## config.mk

```make
export PLATFORM = sky130hd
export DESIGN_NAME = button_debounce_long_press_repeat_unit
export DESIGN_NICKNAME = d
export VERILOG_FILES = /design/src/rtl/bdlpr_pkg.sv /design/src/rtl/bdlpr_ctrl.sv /design/src/rtl/bdlpr_datapath.sv /design/src/rtl/button_debounce_long_press_repeat_unit.sv
export SDC_FILE = /design/constraint.sdc
export NUM_CORES = 2
export LEC_CHECK = 0
export BUFFER_PORTS_ARGS = -buffer_cell sky130_fd_sc_hd__buf_2
export CORE_MARGIN = 2
export CORE_UTILIZATION = 45
export CTS_BUF_LIST = sky130_fd_sc_hd__clkbuf_8
export DETAILED_ROUTE_END_ITERATION = 8
export SYNTH_ARGS = -nofsm -noshare
export SYNTH_HDL_FRONTEND = slang
export SYNTH_SLANG_ARGS = --single-unit
```

## constraint.sdc

```tcl
create_clock -name clk -period 29.4 [get_ports clk]
set_clock_uncertainty 0.2 [all_clocks]
set_input_delay 2.94 -clock clk [delete_from_list [all_inputs] [get_ports clk]]
set_output_delay 2.94 -clock clk [all_outputs]
set_load 0.01 [all_outputs]
```

## src/rtl/bdlpr_pkg.sv

```systemverilog
package bdlpr_pkg;

    localparam int CFG_INDEX_W = 3;
    localparam int CFG_DATA_W  = 16;
    localparam int MS_W        = 16;
    localparam int ENABLE_W    = 3;
    localparam int INDEX_W     = 4;
    localparam int ACT_W       = 3;
    localparam int TIME_IN_W   = 32;

    // Configuration register indexes.
    localparam logic [CFG_INDEX_W-1:0] CFG_EVENT_ENABLE  = 3'd0;
    localparam logic [CFG_INDEX_W-1:0] CFG_DEBOUNCE      = 3'd1;
    localparam logic [CFG_INDEX_W-1:0] CFG_LONG_PRESS    = 3'd2;
    localparam logic [CFG_INDEX_W-1:0] CFG_REPEAT_DELAY  = 3'd3;
    localparam logic [CFG_INDEX_W-1:0] CFG_REPEAT_RATE   = 3'd4;
    localparam logic [CFG_INDEX_W-1:0] CFG_LONG_CAPABLE  = 3'd5;
    localparam logic [CFG_INDEX_W-1:0] CFG_REPEAT_MASK   = 3'd6;

    // Reset values of the configuration registers.
    localparam logic [ENABLE_W-1:0] RST_EVENT_ENABLE = 3'd7;
    localparam logic [MS_W-1:0]     RST_DEBOUNCE     = 16'd50;
    localparam logic [MS_W-1:0]     RST_LONG_PRESS   = 16'd500;
    localparam logic [MS_W-1:0]     RST_REPEAT_DELAY = 16'd400;
    localparam logic [MS_W-1:0]     RST_REPEAT_RATE  = 16'd100;
    localparam int                  RST_LONG_CAPABLE = 103;
    localparam int                  RST_REPEAT_MASK  = 408;

    // Bits of the event enable register.
    localparam int EN_PRESS_BIT   = 0;
    localparam int EN_RELEASE_BIT = 1;
    localparam int EN_LONG_BIT    = 2;

    typedef enum logic [1:0] {
        EV_PRESS   = 2'd0,
        EV_RELEASE = 2'd1,
        EV_LONG    = 2'd2
    } event_kind_t;

    localparam logic [ACT_W-1:0] ACT_QUEUE    = 3'd0;
    localparam logic [ACT_W-1:0] ACT_SETTINGS = 3'd1;
    localparam logic [ACT_W-1:0] ACT_BROWSE   = 3'd2;
    localparam logic [ACT_W-1:0] ACT_MENU     = 3'd3;
    localparam logic [ACT_W-1:0] ACT_HOME     = 3'd4;

    typedef enum logic [1:0] {
        ST_IDLE,
        ST_EVAL,
        ST_DRAIN,
        ST_FINISH
    } ctrl_state_t;

    typedef struct packed {
        logic capture;
        logic eval;
        logic push;
        logic ptr_inc;
        logic next_key;
        logic flush;
    } bdlpr_cmd_t;

    typedef struct packed {
        logic has_events;
        logic last_key;
        logic ptr_last;
        logic push_ok;
        logic pend_valid;
        logic slot_free;
    } bdlpr_status_t;

    // Long-press action of each button; buttons without a named action map to queue.
    function automatic logic [ACT_W-1:0] long_action_of(input logic [4:0] key);
        logic [ACT_W-1:0] act;
        act = ACT_QUEUE;
        case (key)
            5'd1:    act = ACT_SETTINGS;
            5'd2:    act = ACT_BROWSE;
            5'd5:    act = ACT_MENU;
            5'd6:    act = ACT_HOME;
            default: act = ACT_QUEUE;
        endcase
        return act;
    endfunction

endpackage

```

## src/rtl/bdlpr_ctrl.sv

```systemverilog
module bdlpr_ctrl
(
    input  logic                     clk,
    input  logic                     rst_n,
    input  logic                     in_valid,
    output logic                     in_stall,
    input  bdlpr_pkg::bdlpr_status_t status,
    output bdlpr_pkg::bdlpr_cmd_t    cmd
);

    bdlpr_pkg::ctrl_state_t state_reg;
    bdlpr_pkg::ctrl_state_t state_next;

    always_ff @(posedge clk or negedge rst_n)
    begin
        if (!rst_n)
        begin
            state_reg <= bdlpr_pkg::ST_IDLE;
        end
        else
        begin
            state_reg <= state_next;
        end
    end

    always_comb
    begin
        state_next = state_reg;
        unique case (state_reg)
            bdlpr_pkg::ST_IDLE:
            begin
                if (in_valid)
                begin
                    state_next = bdlpr_pkg::ST_EVAL;
                end
            end
            bdlpr_pkg::ST_EVAL:
            begin
                if (status.has_events)
                begin
                    state_next = bdlpr_pkg::ST_DRAIN;
                end
                else if (status.last_key)
                begin
                    state_next = bdlpr_pkg::ST_FINISH;
                end
            end
            bdlpr_pkg::ST_DRAIN:
            begin
                if (status.push_ok && status.ptr_last)
                begin
                    state_next = status.last_key ? bdlpr_pkg::ST_FINISH : bdlpr_pkg::ST_EVAL;
                end
            end
            bdlpr_pkg::ST_FINISH:
            begin
                if (!status.pend_valid || status.slot_free)
                begin
                    state_next = bdlpr_pkg::ST_IDLE;
                end
            end
            default:
            begin
                state_next = bdlpr_pkg::ST_IDLE;
            end
        endcase
    end

    always_comb
    begin
        cmd      = '0;
        in_stall = 1'b1;
        unique case (state_reg)
            bdlpr_pkg::ST_IDLE:
            begin
                in_stall    = 1'b0;
                cmd.capture = in_valid;
            end
            bdlpr_pkg::ST_EVAL:
            begin
                cmd.eval     = 1'b1;
                cmd.next_key = !status.has_events && !status.last_key;
            end
            bdlpr_pkg::ST_DRAIN:
            begin
                cmd.push     = status.push_ok;
                cmd.ptr_inc  = status.push_ok && !status.ptr_last;
                cmd.next_key = status.push_ok && status.ptr_last && !status.last_key;
            end
            bdlpr_pkg::ST_FINISH:
            begin
                cmd.flush = status.pend_valid && status.slot_free;
            end
            default:
            begin
                cmd = '0;
            end
        endcase
    end

endmodule

```

## src/rtl/bdlpr_datapath.sv

```systemverilog
module bdlpr_datapath
#(
    parameter int NUM_KEYS  = 9,
    parameter int TIME_BITS = 32,
    parameter int KEY_W     = 4
)
(
    input  logic                                    clk,
    input  logic                                    rst_n,
    input  bdlpr_pkg::bdlpr_cmd_t                   cmd,
    output bdlpr_pkg::bdlpr_status_t                status,
    input  logic [bdlpr_pkg::TIME_IN_W-1:0]         time_ms,
    input  logic [NUM_KEYS-1:0]                     pin_levels,
    input  logic                                    cfg_valid,
    input  logic [bdlpr_pkg::CFG_INDEX_W-1:0]       cfg_index,
    input  logic [bdlpr_pkg::CFG_DATA_W-1:0]        cfg_data,
    input  logic                                    out_stall,
    output logic                                    out_valid,
    output logic [1:0]                              event_kind,
    output logic [bdlpr_pkg::INDEX_W-1:0]           button_index,
    output logic [bdlpr_pkg::ACT_W-1:0]             long_action,
    output logic                                    last_event
);

    localparam int MS_W  = bdlpr_pkg::MS_W;
    localparam int ACT_W = bdlpr_pkg::ACT_W;

    // Configuration registers.
    logic [bdlpr_pkg::ENABLE_W-1:0] enable_reg;
    logic [MS_W-1:0]                debounce_reg;
    logic [MS_W-1:0]                long_press_reg;
    logic [MS_W-1:0]                repeat_delay_reg;
    logic [MS_W-1:0]                repeat_rate_reg;
    logic [NUM_KEYS-1:0]            lcap_mask_reg;
    logic [NUM_KEYS-1:0]            repeat_mask_reg;

    // Per-button state.
    logic [NUM_KEYS-1:0]  pressed_reg;
    logic [NUM_KEYS-1:0]  long_fired_reg;
    logic [TIME_BITS-1:0] press_stamp_reg  [NUM_KEYS];
    logic [TIME_BITS-1:0] repeat_stamp_reg [NUM_KEYS];

    // Poll being worked on.
    logic [TIME_BITS-1:0] now_reg;
    logic [NUM_KEYS-1:0]  levels_reg;
    logic [KEY_W-1:0]     key_reg;

    // Events of the current button, at most two.
    bdlpr_pkg::event_kind_t ev0_kind_reg;
    bdlpr_pkg::event_kind_t ev1_kind_reg;
    logic [ACT_W-1:0]       ev0_act_reg;
    logic [ACT_W-1:0]       ev1_act_reg;
    logic                   ev_two_reg;
    logic                   ev_ptr_reg;

    // One-event lookahead so that the last event of a poll can be flagged.
    logic                   pend_valid_reg;
    bdlpr_pkg::event_kind_t pend_kind_reg;
    logic [KEY_W-1:0]       pend_key_reg;
    logic [ACT_W-1:0]       pend_act_reg;

    // Output register.
    logic                   out_valid_reg;
    bdlpr_pkg::event_kind_t out_kind_reg;
    logic [KEY_W-1:0]       out_key_reg;
    logic [ACT_W-1:0]       out_act_reg;
    logic                   out_last_reg;

    // Evaluation of one button.
    logic                   raw;
    logic                   lcap;
    logic                   rep;
    logic                   pf;
    logic                   lf;
    logic                   lf1;
    logic [TIME_BITS-1:0]   ps;
    logic [TIME_BITS-1:0]   rs;
    logic [TIME_BITS-1:0]   ps_n;
    logic [TIME_BITS-1:0]   rs1;
    logic [TIME_BITS-1:0]   rs_n;
    logic [TIME_BITS-1:0]   d_press;
    logic [TIME_BITS-1:0]   d_long;
    logic [TIME_BITS-1:0]   d_rep;
    logic [MS_W-1:0]        wait_ms;
    logic                   chg;
    logic                   go_down;
    logic                   go_up;
    logic                   pf_n;
    logic                   lf_n;
    logic                   fire_long;
    logic                   fire_rep;
    logic                   c0;
    logic                   c1;
    logic                   c2;
    bdlpr_pkg::event_kind_t c2_kind;
    logic [ACT_W-1:0]       c2_act;
    logic [ACT_W-1:0]       key_act;
    bdlpr_pkg::event_kind_t ev0_kind;
    bdlpr_pkg::event_kind_t ev1_kind;
    logic [ACT_W-1:0]       ev0_act;
    logic [ACT_W-1:0]       ev1_act;
    bdlpr_pkg::event_kind_t head_kind;
    logic [ACT_W-1:0]       head_act;
    logic                   en_press;
    logic                   en_rel;
    logic                   en_long;
    logic                   slot_free;
    logic                   load_out;

    assign en_press = enable_reg[bdlpr_pkg::EN_PRESS_BIT];
    assign en_rel   = enable_reg[bdlpr_pkg::EN_RELEASE_BIT];
    assign en_long  = enable_reg[bdlpr_pkg::EN_LONG_BIT];

    always_comb
    begin
        raw     = !levels_reg[key_reg];
        lcap    = lcap_mask_reg[key_reg];
        rep     = repeat_mask_reg[key_reg];
        pf      = pressed_reg[key_reg];
        lf      = long_fired_reg[key_reg];
        ps      = press_stamp_reg[key_reg];
        rs      = repeat_stamp_reg[key_reg];
        key_act = bdlpr_pkg::long_action_of(5'(key_reg));

        // A level change must wait out the debounce time since the last press.
        d_press = now_reg - ps;
        chg     = (raw != pf) && (d_press > TIME_BITS'(debounce_reg));
        go_down = chg && raw;
        go_up   = chg && !raw;
        pf_n    = chg ? raw : pf;
        ps_n    = go_down ? now_reg : ps;
        rs1     = go_down ? now_reg : rs;
        lf1     = go_down ? 1'b0 : lf;

        // A fresh press restamps both times, so both elapsed times are zero.
        d_long    = go_down ? '0 : d_press;
        fire_long = pf_n && !lf1 && lcap && (d_long >= TIME_BITS'(long_press_reg));
        lf_n      = lf1 || fire_long;

        wait_ms  = (rs1 == ps_n) ? repeat_delay_reg : repeat_rate_reg;
        d_rep    = go_down ? '0 : (now_reg - rs);
        fire_rep = pf_n && !lcap && rep && (d_rep >= TIME_BITS'(wait_ms));
        rs_n     = fire_rep ? now_reg : rs1;

        c0      = (go_down && !lcap && en_press) || (go_up && !lf && lcap && en_press);
        c1      = go_up && en_rel;
        c2      = (fire_long && en_long) || (fire_rep && en_press);
        c2_kind = fire_long ? bdlpr_pkg::EV_LONG : bdlpr_pkg::EV_PRESS;
        c2_act  = fire_long ? key_act : bdlpr_pkg::ACT_QUEUE;

        // A release ends the hold, so c1 and c2 never come together.
        if (c0)
        begin
            ev0_kind = bdlpr_pkg::EV_PRESS;
            ev0_act  = bdlpr_pkg::ACT_QUEUE;
        end
        else if (c1)
        begin
            ev0_kind = bdlpr_pkg::EV_RELEASE;
            ev0_act  = bdlpr_pkg::ACT_QUEUE;
        end
        else
        begin
            ev0_kind = c2_kind;
            ev0_act  = c2_act;
        end
        ev1_kind = c1 ? bdlpr_pkg::EV_RELEASE : c2_kind;
        ev1_act  = c1 ? bdlpr_pkg::ACT_QUEUE : c2_act;

        head_kind = ev_ptr_reg ? ev1_kind_reg : ev0_kind_reg;
        head_act  = ev_ptr_reg ? ev1_act_reg : ev0_act_reg;
    end

    assign slot_free = !out_valid_reg || !out_stall;
    assign load_out  = (cmd.push && pend_valid_reg) || cmd.flush;

    always_comb
    begin
        status.has_events = c0 || c1 || c2;
        status.last_key   = (key_reg == KEY_W'(NUM_KEYS - 1));
        status.ptr_last   = ev_ptr_reg || !ev_two_reg;
        status.push_ok    = !pend_valid_reg || slot_free;
        status.pend_valid = pend_valid_reg;
        status.slot_free  = slot_free;
    end

    always_ff @(posedge clk or negedge rst_n)
    begin
        if (!rst_n)
        begin
            enable_reg       <= bdlpr_pkg::RST_EVENT_ENABLE;
            debounce_reg     <= bdlpr_pkg::RST_DEBOUNCE;
            long_press_reg   <= bdlpr_pkg::RST_LONG_PRESS;
            repeat_delay_reg <= bdlpr_pkg::RST_REPEAT_DELAY;
            repeat_rate_reg  <= bdlpr_pkg::RST_REPEAT_RATE;
            lcap_mask_reg    <= NUM_KEYS'(bdlpr_pkg::RST_LONG_CAPABLE);
            repeat_mask_reg  <= NUM_KEYS'(bdlpr_pkg::RST_REPEAT_MASK);
        end
        else if (cfg_valid)
        begin
            case (cfg_index)
                bdlpr_pkg::CFG_EVENT_ENABLE: enable_reg       <= cfg_data[bdlpr_pkg::ENABLE_W-1:0];
                bdlpr_pkg::CFG_DEBOUNCE:     debounce_reg     <= cfg_data;
                bdlpr_pkg::CFG_LONG_PRESS:   long_press_reg   <= cfg_data;
                bdlpr_pkg::CFG_REPEAT_DELAY: repeat_delay_reg <= cfg_data;
                bdlpr_pkg::CFG_REPEAT_RATE:  repeat_rate_reg  <= cfg_data;
                bdlpr_pkg::CFG_LONG_CAPABLE: lcap_mask_reg    <= NUM_KEYS'(cfg_data);
                bdlpr_pkg::CFG_REPEAT_MASK:  repeat_mask_reg  <= NUM_KEYS'(cfg_data);
                default:
                begin
                end
            endcase
        end
    end

    always_ff @(posedge clk or negedge rst_n)
    begin
        if (!rst_n)
        begin
            pressed_reg    <= '0;
            long_fired_reg <= '0;
            for (int k = 0; k < NUM_KEYS; k++)
            begin
                press_stamp_reg[k]  <= '0;
                repeat_stamp_reg[k] <= '0;
            end
        end
        else if (cmd.eval)
        begin
            pressed_reg[key_reg]      <= pf_n;
            long_fired_reg[key_reg]   <= lf_n;
            press_stamp_reg[key_reg]  <= ps_n;
            repeat_stamp_reg[key_reg] <= rs_n;
        end
    end

    always_ff @(posedge clk or negedge rst_n)
    begin
        if (!rst_n)
        begin
            key_reg        <= '0;
            ev_ptr_reg     <= 1'b0;
            pend_valid_reg <= 1'b0;
            out_valid_reg  <= 1'b0;
        end
        else
        begin
            if (cmd.capture)
            begin
                key_reg <= '0;
            end
            else if (cmd.next_key)
            begin
                key_reg <= key_reg + KEY_W'(1);
            end

            if (cmd.eval)
            begin
                ev_ptr_reg <= 1'b0;
            end
            else if (cmd.ptr_inc)
            begin
                ev_ptr_reg <= 1'b1;
            end

            if (cmd.push)
            begin
                pend_valid_reg <= 1'b1;
            end
            else if (cmd.flush)
            begin
                pend_valid_reg <= 1'b0;
            end

            if (load_out)
            begin
                out_valid_reg <= 1'b1;
            end
            else if (!out_stall)
            begin
                out_valid_reg <= 1'b0;
            end
        end
    end

    always_ff @(posedge clk)
    begin
        if (cmd.capture)
        begin
            now_reg    <= TIME_BITS'(time_ms);
            levels_reg <= pin_levels;
        end
        if (cmd.eval)
        begin
            ev0_kind_reg <= ev0_kind;
            ev0_act_reg  <= ev0_act;
            ev1_kind_reg <= ev1_kind;
            ev1_act_reg  <= ev1_act;
            ev_two_reg   <= c0 && (c1 || c2);
        end
        if (cmd.push)
        begin
            pend_kind_reg <= head_kind;
            pend_key_reg  <= key_reg;
            pend_act_reg  <= head_act;
        end
        if (load_out)
        begin
            out_kind_reg <= pend_kind_reg;
            out_key_reg  <= pend_key_reg;
            out_act_reg  <= pend_act_reg;
            out_last_reg <= cmd.flush;
        end
    end

    assign out_valid    = out_valid_reg;
    assign event_kind   = out_kind_reg;
    assign button_index = bdlpr_pkg::INDEX_W'(out_key_reg);
    assign long_action  = out_act_reg;
    assign last_event   = out_last_reg;

endmodule

```

## src/rtl/button_debounce_long_press_repeat_unit.sv

```systemverilog
// Debounces NUM_KEYS active-low buttons and reports press, release and long-press
// events with auto-repeat. Each poll transaction carries a millisecond timestamp and the
// raw pin levels; the unit then walks the buttons in index order, one button per clock
// cycle while a button produces no event, and stops to push each event that a button
// produces before moving to the next button. Pushes wait while the result side stalls,
// and the next poll is taken once the previous one is finished. Results go out through an
// output register, and the final result of a poll is marked with last_event, which needs
// one event of lookahead. A poll that produces no event produces no result. Configuration
// writes are always ready and must only be issued while no poll is in progress.
module button_debounce_long_press_repeat_unit
#(
    parameter int NUM_KEYS  = 9,
    parameter int TIME_BITS = 32
)
(
    input  logic                               clk,
    input  logic                               rst_n,
    input  logic                               in_valid,
    output logic                               in_stall,
    input  logic [bdlpr_pkg::TIME_IN_W-1:0]    time_ms,
    input  logic [NUM_KEYS-1:0]                pin_levels,
    input  logic                               cfg_valid,
    output logic                               cfg_ready,
    input  logic [bdlpr_pkg::CFG_INDEX_W-1:0]  cfg_index,
    input  logic [bdlpr_pkg::CFG_DATA_W-1:0]   cfg_data,
    output logic                               out_valid,
    input  logic                               out_stall,
    output logic [1:0]                         event_kind,
    output logic [bdlpr_pkg::INDEX_W-1:0]      button_index,
    output logic [bdlpr_pkg::ACT_W-1:0]        long_action,
    output logic                               last_event
);

    localparam int KEY_W = (NUM_KEYS > 1) ? $clog2(NUM_KEYS) : 1;

    bdlpr_pkg::bdlpr_cmd_t    cmd;
    bdlpr_pkg::bdlpr_status_t status;

    assign cfg_ready = 1'b1;

    bdlpr_ctrl u_ctrl
    (
        .clk      (clk),
        .rst_n    (rst_n),
        .in_valid (in_valid),
        .in_stall (in_stall),
        .status   (status),
        .cmd      (cmd)
    );

    bdlpr_datapath
    #(
        .NUM_KEYS  (NUM_KEYS),
        .TIME_BITS (TIME_BITS),
        .KEY_W     (KEY_W)
    )
    u_datapath
    (
        .clk          (clk),
        .rst_n        (rst_n),
        .cmd          (cmd),
        .status       (status),
        .time_ms      (time_ms),
        .pin_levels   (pin_levels),
        .cfg_valid    (cfg_valid),
        .cfg_index    (cfg_index),
        .cfg_data     (cfg_data),
        .out_stall    (out_stall),
        .out_valid    (out_valid),
        .event_kind   (event_kind),
        .button_index (button_index),
        .long_action  (long_action),
        .last_event   (last_event)
    );

endmodule

```

==> metrics.md <==
| Metric | Value |
|---|---|
| Result of the run | completed |
| DP Cell Count | 4853 |
| Most common cell in the netlist | nand2_1 |
| Wire per inst | 22.2 um |
| # fillers | 7880 |
| Synth Register Bits | 759 |
| Max-Cap Viols | 0 |
| Clk Latency, worst-skew pair | 0.79 ns |
| DR pass1 iterations | 6 |
| Core Box Area | 85500 sq um |
| Final net count | 4028 |
| Crit-path max FO | 50 |
| Syn Inst Count | 3828 |
| GRT overflow | 0 |
| Setup Viol. Count Final | 0 |
| Top delay family on crit path | compound AO/OA/AOI/OAI gates |
| Largest net degree at the start of global routing | 166 |
| DRC | 0 |
| Slowest cell on crit path | nor2_1 |
| Post-route setup TNS | 0 ns |
| Chip height | 298 um |
| I/O pin total | 78 |
| Worst Hold Class | reg -> reg |
| Ratio of total power to cell area | 139 nW/um^2 |
| Area delta synth->final | 10.0% |
| Vias in the first global route | 28700 |
| Share of layout cells above drive strength 1 | 17.8% |
| Detailed Place HPWL | 72800 um |
| FFs w/ async S/R, synth | 90.6% |
| Die Area | 89000 sq um |
| RSZ-0062 raised after global routing | false |
| Worst-Margin Slew | 1.15 ns |
| Synth top area share | 42.4% |
| CTS root buf | clkbuf_8 |
| Commonest cells in the netlist | 732 x nand2_1, 661 x dfrtp_1, 387 x o21ai_0 |
| Routed WL | 113000 um |
| Die Wd | 298 um |
| Synth area leaders | dfrtp_1 42%, nand2_1 7.0%, mux2_2 5.5%, edfxtp_1 5.5%, o21ai_0 5.0% |
| Initial antenna violation count | 1 |
| Worst slew margin | 23.0% |
| Clock sinks | 759 |
| # rows | 107 |
| IO Port Bufs | 76 |
| Period minus WS final | 12.97 ns |
| Main synth FF type | dfrtp_1 |
| Setup crit start kind | flop |
| Slowest Stage Delay on Critical Path | 0.85 ns |
| CTS H-tree depth | 4 |
| Leak | 18.8 nW |
| CTS tree | built |
| Critical path endpoint category | flop |
| Cell Area, Synth | 39000 sq um |
| Drt via density | 5.74 |
| VDD IR max | 0.0000930 V |
| CTS Hold Bufs | 0 |
| Netlist cell types | 106 |
| DRC marker count from the first detailed-route iteration | 2520 |
| Top cell type by total area after synthesis | dfrtp_1 |
| Register area share after synthesis | 49.7% |
| Layout Cells excl Fill | 5090 |
| Max Root-Sink Buffers | 3 |
| Routed vias | 29200 |
| WP data arrival | 13.38 ns |
| Post-DRT Antenna Nets | 0 |
| CTS buffer count | 131 |
| CP bufs+invs | 6 |
| Yosys warnings | 0 |
| CP Class | reg -> reg |
| CP Data Required Time | 29.80 ns |
| Cts repair resizes | 0 |
| Post-synth EDFFs | 71 |
| Gr usage total | 25.5% |
| Initial Util | 45.6% |
| # Post-CTS Setup Buffers | 0 |
| Syn Nets | 4014 |
| Syn avg cell area | 10.2 sq um |
| GP Congestion | 0.940 |
| Crit share post-route | 44.1% |
| Clock-pin slew on the worst setup and hold paths | 0.06 ns |
| First-pass GRT wire length | 176000 um |
| Final Hold Fails | 0 |
| Slew Limit Fails | 0 |
| Fmax | 77.1 MHz |
kinds of logic after synthesis:
group | share of synthesized area [%]
compound gates | 17.1
simple gates | 11.6
flops | 49.7
buf+inv | 3.67
mux | 12.5
fa+ha+maj | 3.92
xor+xnor | 1.55
other cells | 0.00962
worst reg2reg max path, delay by kind of cell (launching register included):
kind            cells  cell delay, ns
mux                 2            0.69
fa+ha+maj           3            0.96
compound gates     19            4.20
simple gates       12            2.87
flops               1            0.70
xor+xnor            1            0.11
buf+inv             6            3.07
cell type report:
type | count | area (sq um) | area share, %
multi-input combinational | 2731 | 18300 | 42.7
inverter | 81 | 307 | 0.714
tap | 1144 | 1430 | 3.34
clock inverter | 80 | 422 | 0.983
timing repair buffer | 138 | 881 | 2.05
sequential | 759 | 19400 | 45.2
antenna | 1 | 2.50 | 0.00583
clock buffer | 156 | 2150 | 5.00
metrics by stage:
step | power (mW) | util, % | instance area, sq um | worst slack, ns | hold slack, ns
CTS | 5.97 | 50.1 | 42900 | 16.47 | 0.219
floorplan | 4.00 | - | 39000 | 19.89 | 0.200
finish | 5.98 | 50.2 | 42900 | 16.43 | 0.217
detailed placement | 5.00 | 47.1 | 40300 | 16.54 | 0.206
global placement | 4.97 | 47.1 | 40300 | 16.92 | 0.201
global route | 6.42 | 50.2 | 42900 | 15.51 | 0.230
power breakdown:
group / switching [mW] / internal [mW]
combinational: 2.13 / 1.26
clock: 0.447 / 0.501
sequential: 0.207 / 1.43
layout by cell type, fill, tap and decap left out, drive strengths merged, types with 71 or more instances in the layout:
master,synthesis,layout
a21oi,207,207
buf,52,138
clkbuf,193,156
dfrtp,661,661
edfxtp,71,71
ha,119,119
inv,80,135
mux2,193,193
mux2i,75,75
nand2,732,732
nor2,72,72
nor3,88,88
o21ai,694,694
final timing paths:
check                      cells after the start  slack [ns]                  startpoint                                to
hold / removal                                 0        0.22  u_datapath.pend_act_reg[2]         u_datapath.long_action[2]
min in group asynchronous                      1        1.99                       rst_n      u_datapath.long_fired_reg[7]
hold reg to reg                                0        0.22  u_datapath.pend_act_reg[2]         u_datapath.long_action[2]
setup reg to reg                              43       16.43       u_datapath.key_reg[2]  u_datapath.repeat_stamp_reg[116]
setup / recovery                              43       16.43       u_datapath.key_reg[2]  u_datapath.repeat_stamp_reg[116]
max in group asynchronous                      3       24.54                       rst_n   u_datapath.press_stamp_reg[210]
routing by layer:
metal	GRT usage, %	wire length, um	up-vias
met3	4.00	6230	206
li1	-	-	13800
met1	36.4	51600	14300
met4	9.98	4000	0
met5	0	0	-
met2	39.2	50900	894
(Power assumes the default switching activity.)
